File: config.mk
export PLATFORM = sky130hd
export DESIGN_NAME = multibyte_string_compare
export DESIGN_NICKNAME = d
export VERILOG_FILES = /design/src/hw/rtl/msc_pkg.sv /design/src/hw/rtl/msc_byte_class.sv /design/src/hw/rtl/multibyte_string_compare.sv
export SDC_FILE = /design/constraint.sdc
export NUM_CORES = 1
export LEC_CHECK = 0
export CORE_MARGIN = 4
export CORE_UTILIZATION = 38
export DETAILED_ROUTE_END_ITERATION = 16
export DONT_BUFFER_PORTS = 1
export PLACE_DENSITY_LB_ADDON = 0.1
export REMOVE_ABC_BUFFERS = 1
export SLEW_MARGIN = 20
export SYNTH_ARGS = -nofsm -noshare
export SYNTH_HDL_FRONTEND = slang
export SYNTH_SLANG_ARGS = --single-unit
File: constraint.sdc
create_clock -name clk -period 5.6 [get_ports clk]
set_input_delay 0 -clock clk [delete_from_list [all_inputs] [get_ports clk]]
set_output_delay 0 -clock clk [all_outputs]
set_load 0.02 [all_outputs]
File: src/hw/rtl/msc_pkg.sv
`timescale 1ns / 1ps

package msc_pkg;

    localparam logic [1:0] CHARSET_ASCII  = 2'd0;
    localparam logic [1:0] CHARSET_SJIS   = 2'd1;
    localparam logic [1:0] CHARSET_EUC_JP = 2'd2;
    localparam logic [1:0] CHARSET_UNUSED = 2'd3;
    localparam logic [1:0] CHARSET_RESET  = CHARSET_SJIS;

    localparam logic [1:0] ORDER_EQUAL   = 2'd0;
    localparam logic [1:0] ORDER_LESS    = 2'd1;
    localparam logic [1:0] ORDER_GREATER = 2'd2;

    localparam int POS_W = 16;

    typedef struct packed {
        logic [1:0] trail_count;
        logic       fold_equal;
    } byte_class_t;

endpackage

File: src/hw/rtl/msc_byte_class.sv
`timescale 1ns / 1ps

module msc_byte_class
    import msc_pkg::*;
(
    input  logic [1:0]  charset,
    input  logic [7:0]  byte_a,
    input  logic [7:0]  byte_b,
    output byte_class_t cls
);

    logic [7:0] upper_a;
    logic [7:0] upper_b;

    always_comb
    begin
        cls.fold_equal  = (upper_a == upper_b);
        cls.trail_count = 2'd0;
        case (charset)
            CHARSET_SJIS:
            begin
                if ((byte_a >= 8'h81 && byte_a <= 8'h9F)
                    || (byte_a >= 8'hE0 && byte_a <= 8'hEF))
                begin
                    cls.trail_count = 2'd1;
                end
            end
            CHARSET_EUC_JP:
            begin
                if (byte_a == 8'h8F)
                begin
                    cls.trail_count = 2'd2;
                end
                else if (byte_a == 8'h8E || (byte_a >= 8'hA1 && byte_a <= 8'hFE))
                begin
                    cls.trail_count = 2'd1;
                end
            end
            default:
            begin
                cls.trail_count = 2'd0;
            end
        endcase
    end

    // ascii letter case fold
    assign upper_a = (byte_a >= 8'h61 && byte_a <= 8'h7A) ? (byte_a - 8'h20) : byte_a;
    assign upper_b = (byte_b >= 8'h61 && byte_b <= 8'h7A) ? (byte_b - 8'h20) : byte_b;

endmodule

File: src/hw/rtl/multibyte_string_compare.sv
`timescale 1ns / 1ps
// a result is on m_tvalid in the cycle after the byte pair transfer that decides it
// one byte pair per cycle if s_tready; the result register frees in the cycle it is taken
// compare state and the output register sit between input transfer and output transfer
// reset: rst_n asynchronous, active low; clears the compare state and output valid
// reset: charset returns to sjis

module multibyte_string_compare
    import msc_pkg::*;
#(
    parameter int unsigned MAX_LEN = 65535
)
(
    input  logic        clk,
    input  logic        rst_n,
    input  logic        s_tvalid,
    output logic        s_tready,
    input  logic [15:0] s_tdata,   // byte_a, byte_b
    output logic        m_tvalid,
    input  logic        m_tready,
    output logic [23:0] m_tdata,   // order, position, zero fill
    input  logic        cfg_valid,
    output logic        cfg_ready,
    input  logic [1:0]  cfg_data   // charset
);

    localparam logic [POS_W-1:0] POS_CAP =
        (MAX_LEN < 65535) ? POS_W'(MAX_LEN) : {POS_W{1'b1}};

    logic [1:0]       charset_reg;
    logic [POS_W-1:0] byte_position_reg, byte_position_next;
    logic [1:0]       trail_left_reg, trail_left_next;
    logic [POS_W-1:0] lead_position_reg, lead_position_next;
    logic [1:0]       tie_order_reg, tie_order_next;
    logic [POS_W-1:0] tie_position_reg, tie_position_next;
    logic             out_valid_reg;
    logic [1:0]       order_reg, order_next;
    logic [POS_W-1:0] position_reg, position_next;

    logic             accept;
    logic             result;
    logic [7:0]       byte_a;
    logic [7:0]       byte_b;
    logic [1:0]       raw_order;
    logic [POS_W-1:0] pos_inc;
    byte_class_t      cls;

    assign byte_a    = s_tdata[7:0];
    assign byte_b    = s_tdata[15:8];
    assign s_tready  = !out_valid_reg || m_tready;
    assign accept    = s_tvalid && s_tready;
    assign cfg_ready = 1'b1;
    assign m_tvalid  = out_valid_reg;
    assign m_tdata   = {6'd0, position_reg, order_reg};

    msc_byte_class u_class
    (
        .charset (charset_reg),
        .byte_a  (byte_a),
        .byte_b  (byte_b),
        .cls     (cls)
    );

    assign raw_order = (byte_a < byte_b) ? ORDER_LESS : ORDER_GREATER;
    assign pos_inc   = (byte_position_reg < POS_CAP) ? (byte_position_reg + 1'b1)
                                                     : byte_position_reg;

    always_comb
    begin
        result             = 1'b0;
        order_next         = ORDER_EQUAL;
        position_next      = '0;
        byte_position_next = pos_inc;
        trail_left_next    = trail_left_reg;
        lead_position_next = lead_position_reg;
        tie_order_next     = tie_order_reg;
        tie_position_next  = tie_position_reg;
        if (trail_left_reg != 2'd0)
        begin
            if (byte_a != byte_b)
            begin
                result        = 1'b1;
                order_next    = raw_order;
                position_next = lead_position_reg;
            end
            else if (byte_a == 8'd0)
            begin
                result        = 1'b1;
                order_next    = tie_order_reg;
                position_next = tie_position_reg;
            end
            else
            begin
                trail_left_next = trail_left_reg - 2'd1;
            end
        end
        else if (byte_a == byte_b)
        begin
            if (byte_a == 8'd0)
            begin
                result        = 1'b1;
                order_next    = tie_order_reg;
                position_next = tie_position_reg;
            end
            else
            begin
                trail_left_next    = cls.trail_count;
                lead_position_next = pos_inc;
            end
        end
        else if (!cls.fold_equal)
        begin
            result        = 1'b1;
            order_next    = raw_order;
            position_next = pos_inc;
        end
        else if (tie_order_reg == ORDER_EQUAL)
        begin
            tie_order_next    = raw_order;
            tie_position_next = pos_inc;
        end
        // every result ends the compare
        if (result)
        begin
            byte_position_next = '0;
            trail_left_next    = 2'd0;
            lead_position_next = '0;
            tie_order_next     = ORDER_EQUAL;
            tie_position_next  = '0;
        end
    end

    always_ff @(posedge clk or negedge rst_n)
    begin
        if (!rst_n)
        begin
            charset_reg       <= CHARSET_RESET;
            byte_position_reg <= '0;
            trail_left_reg    <= 2'd0;
            lead_position_reg <= '0;
            tie_order_reg     <= ORDER_EQUAL;
            tie_position_reg  <= '0;
            out_valid_reg     <= 1'b0;
        end
        else
        begin
            if (cfg_valid && cfg_ready)
            begin
                charset_reg <= cfg_data;
            end
            if (accept)
            begin
                byte_position_reg <= byte_position_next;
                trail_left_reg    <= trail_left_next;
                lead_position_reg <= lead_position_next;
                tie_order_reg     <= tie_order_next;
                tie_position_reg  <= tie_position_next;
            end
            if (accept && result)
            begin
                out_valid_reg <= 1'b1;
            end
            else if (m_tready)
            begin
                out_valid_reg <= 1'b0;
            end
        end
    end

    always_ff @(posedge clk)
    begin
        if (accept && result)
        begin
            order_reg    <= order_next;
            position_reg <= position_next;
        end
    end

`ifndef SYNTHESIS
    a_equal_no_position: assert property (@(posedge clk) disable iff (!rst_n)
        (m_tvalid && order_reg == ORDER_EQUAL) |-> (position_reg == '0))
        else $error("equal result carries a position");

    a_order_has_position: assert property (@(posedge clk) disable iff (!rst_n)
        (m_tvalid && order_reg != ORDER_EQUAL) |-> (position_reg != '0))
        else $error("ordered result without a position");

    a_order_code: assert property (@(posedge clk) disable iff (!rst_n)
        m_tvalid |-> (order_reg == ORDER_EQUAL || order_reg == ORDER_LESS
                      || order_reg == ORDER_GREATER))
        else $error("undefined order code");

    a_clear_after_result: assert property (@(posedge clk) disable iff (!rst_n)
        (accept && result) |=> (byte_position_reg == '0 && trail_left_reg == 2'd0
                                && tie_order_reg == ORDER_EQUAL))
        else $error("compare state not cleared after result");

    a_trail_after_lead: assert property (@(posedge clk) disable iff (!rst_n)
        (trail_left_reg != 2'd0) |-> (lead_position_reg != '0))
        else $error("trail bytes pending without a lead position");
`endif

endmodule
== Word-level counts from Yosys, hierarchy flattened ==
Cells that the tools add are included.
Widths: inputs -> output; s select.

* $add $sub $neg: 4
* Multiply operators: 0
* Div/mod/pow operators: 0
* Order comparisons: 12
* Equal/unequal tests: 11
* Shift operators: 0
* Muxes and demuxes: 46
* Bitwise logic cells: 0
* Reduce and logical (&&, ||, !) cells: 22

{| class="wikitable"
|+ Operators with widths
! operator !! number
|-
| $mux 16 || 16
|-
| $mux 2 || 18
|-
| $ge 8x8->1 const B || 3
|-
| $le 8x8->1 const B || 3
|-
| $add 16x1->16 const B || 1
|-
| $eq 8x8->1 || 2
|-
| $eq 8x8->1 const B || 2
|-
| $ge 8x7->1 const B || 2
|-
| $le 8x7->1 const B || 2
|-
| $lt 16x16->1 const B || 1
|-
| $mux 8 || 2
|-
| $sub 8x6->8 const B || 2
|-
| $reduce_bool 2->1 || 5
|-
| $mux 1 || 9
|-
| $logic_not 8->1 || 1
|-
| $lt 8x8->1 || 1
|-
| $ne 8x8->1 || 1
|-
| $reduce_and 4->1 || 2
|-
| $logic_and 1x1->1 || 7
|-
| $ne 2x2->1 const B || 3
|-
| $reduce_and 5->1 || 1
|-
| $pmux 2 s2 || 1
|-
| $logic_or 1x1->1 || 3
|-
| $ne 3x3->1 const B || 1
|-
| other kinds (6) || 6
|}

* Bits in registers: 73
* Bits in latches: 0
* Bits in writable memories: 0
* Memory bits (read-only): 0
* Input port bits: 23
* Logic and storage cells: 104
* Memories: 0

== Depth between registers and ports, before layout ==
Gate-level depths: netlist of run 1.

* Depth after elaboration: 10
* Gate-level depth with buffers: 10
* Depth with buffers taken out: 10

== By module ==
Synthesis of run 1 repeated with hierarchy kept, for this count alone.

* Cells, all modules: 404
* Area, all modules: 4,162.7 µm²

{| class="wikitable"
|+ Modules (own cells, without submodules)
! module !! times used !! cells each !! area each (µm²) !! seq. area each (µm²)
|-
| multibyte_string_compare || 1 || 331 || 3,651.0 || 1,918.1
|-
| msc_byte_class || 1 || 73 || 511.7 || 0.0
|}

== Worst setup path after synthesis of run 1 ==
No wires, ideal clock.

* Kind: input to register
* From: in s_tdata[4]
* To: reg order_reg[0] (enable)
* Setup time: 373 ps
* Data arrival time: 2,121 ps
* Required time: 5,227 ps
* Path slack: 3,106 ps
* Stages on the path: 8
* Cells stage by stage: or4_1 o21ai_1 a2111oi_0 o31ai_2 a2111oi_4 o21bai_4 nand2_1 inv_1

* Cells in the longest elaborated chain, start to end: 8
* Elaborated cells on any way between the ends: 15

{| class="wikitable"
|+ Ends and longest elaborated chain
! element !! line !! text
|-
| start, declared || multibyte_string_compare.sv:18 || <nowiki>input logic [15:0] s_tdata,</nowiki>
|-
| $ge 8x7->1 or $le 8x7->1 (tied branches) || msc_byte_class.sv:47 || <nowiki>assign upper_a = (byte_a >= 8'h61 && byte_a <= 8'h7A) ? (byte_a - 8'h20) : byte_a;</nowiki>
|-
| $logic_and 1x1->1 || msc_byte_class.sv:47 ||
|-
| $mux 8 || msc_byte_class.sv:47 ||
|-
| $eq 8x8->1 || msc_byte_class.sv:17 || <nowiki>cls.fold_equal = (upper_a == upper_b);</nowiki>
|-
| $mux 1 || multibyte_string_compare.sv:111 || <nowiki>else if (!cls.fold_equal)</nowiki>
|-
| $mux 1 || multibyte_string_compare.sv:97 || <nowiki>else if (byte_a == byte_b)</nowiki>
|-
| $mux 1 (*) || multibyte_string_compare.sv:78 || <nowiki>if (trail_left_reg != 2'd0)</nowiki>
|-
| $logic_and 1x1->1 (*) || multibyte_string_compare.sv:172 || <nowiki>if (accept && result)</nowiki>
|-
| end signal, assigned || multibyte_string_compare.sv:174 || <nowiki>order_reg <= order_next;</nowiki>
|-
| end, declared || multibyte_string_compare.sv:37 || <nowiki>logic [1:0] order_reg, order_next;</nowiki>
|}

Every way passes the cells marked *; elsewhere a longest branch is shown, timed or not.
A chain may end at the register's enable or synchronous reset.

== Final worst setup path of run 1 ==
* From: reg out_valid_reg (netlist: m_tvalid)
* To: reg tie_position_reg[2]

* Cells in the longest elaborated chain, start to end: 4

{| class="wikitable"
|+ Ends and longest elaborated chain
! element !! line !! text
|-
| start, declared || multibyte_string_compare.sv:36 || <nowiki>logic out_valid_reg;</nowiki>
|-
| start signal, assigned || multibyte_string_compare.sv:143 || <nowiki>out_valid_reg <= 1'b0;</nowiki>
|-
| start signal, assigned || multibyte_string_compare.sv:161 || <nowiki>out_valid_reg <= 1'b1;</nowiki>
|-
| start signal, assigned || multibyte_string_compare.sv:165 || <nowiki>out_valid_reg <= 1'b0;</nowiki>
|-
| $logic_not 1->1 || multibyte_string_compare.sv:50 || <nowiki>assign s_tready = !out_valid_reg || m_tready;</nowiki>
|-
| $logic_or 1x1->1 || multibyte_string_compare.sv:50 ||
|-
| net s_tready || multibyte_string_compare.sv:17 || <nowiki>output logic s_tready,</nowiki>
|-
| $logic_and 1x1->1 || multibyte_string_compare.sv:51 || <nowiki>assign accept = s_tvalid && s_tready;</nowiki>
|-
| $reduce_and 5->1 (no source line) || - ||
|-
| end signal, assigned || multibyte_string_compare.sv:157 || <nowiki>tie_position_reg <= tie_position_next;</nowiki>
|-
| end, declared || multibyte_string_compare.sv:35 || <nowiki>logic [POS_W-1:0] tie_position_reg, tie_position_next;</nowiki>
|}

The timed path passes the listed nets, and every way through them passes these cells.

==> results.txt, run 1 <==
The library cell used most frequently in the layout, excluding fill and tap cells, is dfrtp_1. The flip-flop cell with the highest count after synthesis is dfrtp_1. The die outline width is 110 um. The setup slack of the worst register-to-register path is 2350 ps. The actual transition at the worst max-transition pin came out at 1020 ps.

The tightest min-delay check is of the in -> reg type. For this design the static power due to leakage is 0.00175 uW. The capturing element type of the critical path is a register. The pin count of the biggest net entering global routing came out at 56. The sequential element share of the synthesized area is 48.2%. The signed area change from the synthesized netlist to the final layout is 9.25%. The initial antenna violation count came to 0. Yosys mapped the design onto 61 distinct sky130hd cell types. The clock transition at the register clock pins on the worst setup and hold paths after CTS came out at 70 ps. The worst register-to-register path ends at tie_position_reg[2]. The filler cell count is 1003. In this run the critical register-to-register path is launched from m_tvalid. The count of flip-flops with a built-in enable after synthesis came out at 18.

Summing every instance area after synthesis gives 3980 um^2. Each instance of the synthesized netlist takes up on average 10.3 um^2. After synthesis, the cell types taking the most area are dfrtp_1, edfxtp_1, o21ai_0. The count of pins on the block boundary is 50. The top cell type by area accounts for 34.0% of the synthesized area. The data required time at the worst endpoint is 5830 ps.

The half-perimeter wire length after placement is 6.13 mm. The first-pass GRT wire length is 15.0 mm. For the final database, setup skew stands at 5.96 ps.

The final layout contains 428 nets. The power density relative to cell area is 237 nW/um^2. Cells fill 42.3% of the core in the end. The time the final worst path needs with I/O delays and setup came out at 3250 ps.

Max-cap violations in this run came to 0. The violation count after the first detailed-route iteration came out at 149. The maximum fanout encountered on the critical timing path came out at 35. The origin of the worst setup path is m_tvalid. The clock latency reported for the late side of the worst-skew pair came out at 350 ps. The count of endpoints failing setup in the final report is 0. The initial utilization of the core area, before any placement, comes to 38.7%. The length in cells of the worst reg-to-reg path came out at 6. The part of the cycle the worst path needs is 58.0%. The standard-cell row count came out at 37. The end point of the most critical hold path is trail_left_reg[0]. The number of antenna repair diodes is 0. The number of buffers on the longest clock path came out at 2. The peak ir drop on the vdd network is 0.0867 mV.

The floorplan step defined a core boundary enclosing 10300 um^2. The final weighted congestion in routability-driven placement came out at 0.745. The number of setup buffers added after CTS is 0. The total clock sinks came out at 73. The area of the die came out at 12200 um^2. The via count of the first global-routing pass is 2861.

The overall routed net length came out at 9.12 mm. The final count of pins violating max slew was 0. By startpoint and endpoint, the worst setup path is classified as reg -> reg. Synthesis produced a netlist whose cell count is 386. The total via count after detailed routing is 2930. Global routing finished with a remaining overflow of 0. The via density per instance is 5.51. Setup repair after global routing left no endpoint under its margin.

The DRC violation count after routing came out at 0. In the final layout, the share of cells above drive strength 1 is 10.9%. During placement, the flow inserted port buffers numbering 0. During synthesis, Yosys emitted a total of 0 warnings. The H-tree was split into 3 levels. STA classifies the critical path startpoint as a register. The post-route antenna net violation count is 0. In the global route stage, overall resource usage came out at 16.3%. The launch point of the worst hold path is s_tdata[7]. dfrtp_1 takes more of the synthesized area than any other cell. The total clock buffers created by CTS is 9. The TritonCTS clock tree is done.

The data arrival at the endpoint of the critical path is 3480 ps. Adding up every negative setup slack in the final design gives 0 ps. The worst slew margin relative to its limit came out at 31.9%. Clock tree synthesis selected as its root buffer the cell clkbuf_8.

The share of synthesized registers carrying an async set or reset came out at 75.3%. Leaving out fill and tap cells, the most frequent cells in the layout are dfrtp_1, nand2_1, o21ai_0, inv_1, edfxtp_1. After synthesis the netlist holds a flip-flop and latch count of 73.

After detailed routing, the average wire length per cell comes to 17.1 um. The worst hold path depth came out at 4. The final number of hold-violating endpoints came out at 0.

The die boundary height is 110 um. The highest clock rate is 308 MHz. The number of detailed-routing iterations run before antenna repair came out at 4. The run finished with clean final reports.
==> per-layer routing <==
| metal | share of wire, % | GRT usage (%) |
|---|---|---|
| met2 | 46 | 25.5 |
| met4 | 2.1 | 6.86 |
| met3 | 4.2 | 4.37 |
| met1 | 47 | 21.5 |
| met5 | 0 | 0 |
==> power by group <==
| part | total, uW | switching, uW | internal [uW] |
|---|---|---|---|
| clock | 375 | 190 | 185 |
| combinational | 88.5 | 60.3 | 28.1 |
| sequential | 567 | 11.9 | 555 |
==> what timing repair did <==
item                                    in CTS  in global routing
endpoints found under the setup margin       0                  0
hold endpoints to repair                    59                  0
gates resized for setup                      0                  0
hold buffers                                 8                  0
==> cell type report <==
class	count	area (um^2)	share of cell area, %
Sequential cell	73	1920	44.1
Clock inverter	2	12.5	0.288
Multi-Input combinational cell	275	1890	43.4
Clock buffer	14	163	3.74
Inverter	22	82.6	1.90
Timing Repair Buffer	10	113	2.59
Tap cell	136	170	3.92
==> cells in the mapped netlist, types with 2 or more instances <==
master and instances:
a31oi_1 2, a22o_1 2, o2bb2ai_2 10, nand3_1 12, o2bb2ai_1 2, nand2_1 52, or4_1 3, buf_2 4
o22ai_1 2, clkbuf_1 8, o31ai_1 17, nor4_1 4, xnor2_1 8, a21oi_1 8, buf_4 7, a2bb2o_1 5
and2_1 2, nor2_1 13, or2_2 4, conb_1 2, o21ai_0 42, or3_1 2, and3_1 4, dfrtp_1 54
edfxtp_1 18, ha_1 14, inv_1 22, nor3_1 3, a22oi_1 16, nor2b_1 3, xor2_1 4, mux2i_1 2
o21a_1 3, nand4_1 2, nand2b_1 4
==> how the worst max path moves through the flow <==
stage                                 endpoint  slack, ps  cells past startpoint
after global placement     tie_position_reg[2]       2050                      6
after floorplan                   order_reg[0]       1920                      6
after CTS                  tie_position_reg[0]       1960                      6
after detailed placement   tie_position_reg[0]       1980                      6
after global routing      tie_position_reg[15]       2100                      6
final                      tie_position_reg[2]       2350                      6
==> through the flow <==
stage / setup slack (ps) / total power (uW) / std cells / area, um^2 / hold WS (ps)
3_5_place_dp: 1980 / 654 / 508 / 4070 / -293
2_1_floorplan: 1920 / 635 / 370 / 3880 / -296
5_1_grt: 2100 / 1090 / 532 / 4350 / 36.2
3_3_place_gp: 2050 / 652 / 508 / 4070 / -293
6_report: 2350 / 1030 / 532 / 4350 / 40.9
4_1_cts: 1960 / 1050 / 532 / 4340 / 24.5
==> cells by family after synthesis <==
group	Yosys count	share of synthesized area [%]
xor+xnor	12	2.64
mux	2	0.503
buf+inv	43	5.03
compound gates	129	25.8
fa+ha+maj	14	4.40
simple gates	111	13.2
other cells	2	0.189
flops	73	48.2
==> worst max-delay path, stage by stage, from the launching register on <==
cell and delay, ps:
dfrtp_1 450, nand2b_1 300, nand2_2 450, nor4_1 330, nand3_1 750, a21boi_4 490, a2bb2o_1 340
Note: power is estimated with default switching activity, not from simulation.
==> run 2, diff against run 1 <==
clock period = 3.1 ns   (was 5.6 ns; I/O delays follow)
==> run 2 against run 1 <==
Against the previous run:
- global-route usage is 0.26 points higher
- via count is 1.6% higher
- sequential share of layout area decreased by 1.5 points
- clock-buffer cell count is 2 lower
- clock power rose by 110%
- sequential power grew 80%
- routed wire length increased by 1.4%
- largest cell class unchanged
- critical path depth is 1 lower
- utilization grew 1.5 points
- flip-flop and latch count stayed put
- clock skew is 4.9 ps higher
==> results.txt, run 2 (synthesis gave the netlist of run 1 again) <==
The number of H-tree branching levels came out at 3 (unchanged). The worst setup slack before clock tree synthesis is 452 ps (was 1980 ps). The total power after layout is 1970 uW (was 1030 uW). The peak ir drop on the vdd network is 0.233 mV (was 0.0867 mV). The setup TNS is 0 ps (unchanged). The area of the core came to 10300 um^2 (unchanged). Unrepaired setup endpoints after global routing: false (unchanged). The final count of pins violating max slew came out at 0 (unchanged). The startpoint type of the worst setup path was a register (unchanged). The actual transition at the worst max-transition pin is 761 ps (was 1020 ps). The final global-route overflow total is 0 (unchanged). The total track usage came out at 16.6% (was 16.3%). The final layout net count is 443 (was 428).

The register area came out at 1920 um^2 (unchanged). The clock transition at the register clock pins on the worst setup and hold paths after CTS is 80 ps (was 70 ps). The clock latency reported for the late side of the worst-skew pair is 350 ps (about the same). The wire length per cell after detailed routing came out at 16.9 um (was 17.1 um). The setup slack of the worst register-to-register path came to 530 ps (was 2350 ps). The area occupied by multi-input gates is 1880 um^2 (was 1890 um^2). The die outline width is 110 um (unchanged).

The initial standard-cell utilization of the core came out at 38.7% (unchanged). The post-placement cell count was 523 (was 508). The maximum fanout encountered on the critical timing path is 10 (was 35). The pin count of the biggest net entering global routing is 56 (unchanged). The classification of the worst setup path is reg -> reg (unchanged). The standard-cell row count is 37 (unchanged).

The DRC violation count after routing is 0 (unchanged). The filler cell count is 1044 (was 1003). The worst setup margin was 533 ps (was 2350 ps). The final number of hold-violating endpoints came out at 0 (unchanged).

The fraction of final layout cells with drive strength greater than 1 is 14.4% (was 10.9%). Outcome: finished, final reports clean (unchanged). The total clock sinks came out at 73 (unchanged). The capturing element type of the critical path was a register (unchanged).

The worst hold path depth came out at 4 (unchanged). The number of setup buffers added after CTS is 0 (unchanged). The initial antenna violation count is 0 (unchanged). The final weighted congestion in routability-driven placement came out at 0.790 (was 0.745). The most common cell after layout, fill and taps aside is dfrtp_1 (unchanged). The number of port buffers came out at 0 (unchanged). The worst clock skew came to 10.9 ps (was 5.96 ps). The data required time at the worst endpoint came out at 3380 ps (was 5830 ps). The count of endpoints failing setup in the final report came out at 0 (unchanged).

The final standard cell count with taps included and fillers excluded came to 547 (was 532). The post-route antenna net violation count is 0 (unchanged). The first-pass GRT wire length came to 15.4 mm (was 15.0 mm).

The hold buffer count at cts came out at 8 (unchanged). The buffer cell driving the clock tree root is clkbuf_8 (unchanged). The total leakage power is 0.00185 uW (was 0.00175 uW).

The total via count after detailed routing came out at 2976 (was 2930). The die boundary height came out at 110 um (unchanged). The half-perimeter wire length after placement came out at 6.62 mm (was 6.13 mm). The part of the cycle the worst path needs came out at 82.8% (was 58.0%). The length in cells of the worst reg-to-reg path was 5 (was 6). Commonest cells after routing, fill and taps aside: dfrtp_1, nand2_1, o21ai_0, inv_1, edfxtp_1 (unchanged).

The worst hold path class was in -> reg (unchanged). The end of the worst register-to-register path is trail_left_reg[1] (was tie_position_reg[2]). The count of pins on the block boundary came out at 50 (unchanged). The time the final worst path needs with I/O delays and setup came out at 2570 ps (was 3250 ps). The highest clock rate came out at 389 MHz (was 308 MHz). The violation count after the first detailed-route iteration came out at 156 (was 149). The data arrival at the endpoint of the critical path is 2850 ps (was 3480 ps). The number of buffers on the longest clock path came to 2 (unchanged). The number of detailed-routing iterations run before antenna repair came out at 4 (unchanged). The signed area change from the synthesized netlist to the final layout came out at 13.1% (was 9.25%). The end point of the most critical hold path is trail_left_reg[0] (unchanged). The launch point of the worst hold path was s_tdata[7] (unchanged). The total clock buffers created by CTS is 9 (unchanged). The origin of the critical flop-to-flop path is m_tvalid (unchanged). The via density per instance came to 5.44 (was 5.51).

The worst slew margin relative to its limit is 49.3% (was 31.9%). The via count of the first global-routing pass came out at 3005 (was 2861). The TritonCTS clock tree was done (unchanged). The number of max-capacitance violations reported came out at 0 (unchanged). The area of the die came out at 12200 um^2 (unchanged).

The number of antenna repair diodes came out at 0 (unchanged). The power density relative to cell area is 438 nW/um^2 (was 237 nW/um^2). The final cell utilization of the core was 43.8% (was 42.3%). The overall routed net length came to 9.25 mm (was 9.12 mm). The number of resized instances in the post-cts repair step came out at 0 (unchanged).
[run 2: cell types whose count changed in the layout (fill, tap and decap cells not counted)]
cell       change
bufinv_16      +1
nand2_1        +1
buf_4         +14
buf_12         +1
nand2_2        -1
clkbuf_1       -2
clkinv_4       +1
[run 2: through the flow]
step | cell area (um^2) | hold WS (ps)
CTS | 4500 | 10.6
global placement | 4200 | -293
finish | 4500 | 32.6
detailed placement | 4200 | -293
global route | 4500 | 57.2
floorplan | 3880 | -296
[run 2: layout make-up]
class	instances	area share (%)
Clock inverter	4	1.14
Sequential cell	73	42.6
Timing Repair Buffer	25	5.28
Clock buffer	12	3.45
Multi-Input combinational cell	275	41.9
Inverter	22	1.84
Tap cell	136	3.78
[run 2: worst max-delay path by stage]
stage	startpoint	to	slack [ps]	depth (start not counted)
final	m_tvalid	trail_left_reg[1]	530	5
after global routing	byte_position_reg[3]	position_reg[10]	260	8
after CTS	m_tvalid	trail_left_reg[1]	530	5
after detailed placement	s_tdata[4]	position_reg[1]	450	9
after global placement	s_tdata[4]	tie_position_reg[3]	520	9
after floorplan	s_tdata[4]	order_reg[0]	-580	6
[run 2: power breakdown]
part,internal (uW),switching (uW)
sequential,1000,21.9
clock,416,360
combinational,58.8,112
[run 2: routing by layer]
metal  global-route usage (%)  vias to the layer above  share of wire (%)
li1                         -                     1452                  -
met1                     21.8                     1435                 46
met2                     27.1                       78                 48
met3                     4.19                       11                4.3
met4                     4.75                        0                1.3
met5                        0                        -                  0
[run 2: critical path, stage by stage, from the launching register on]
cell and delay (ps):
dfrtp_1 460, nand2b_1 300, and2_1 330, nand3_1 430, o32ai_1 390, dlygate4sd3_1 580
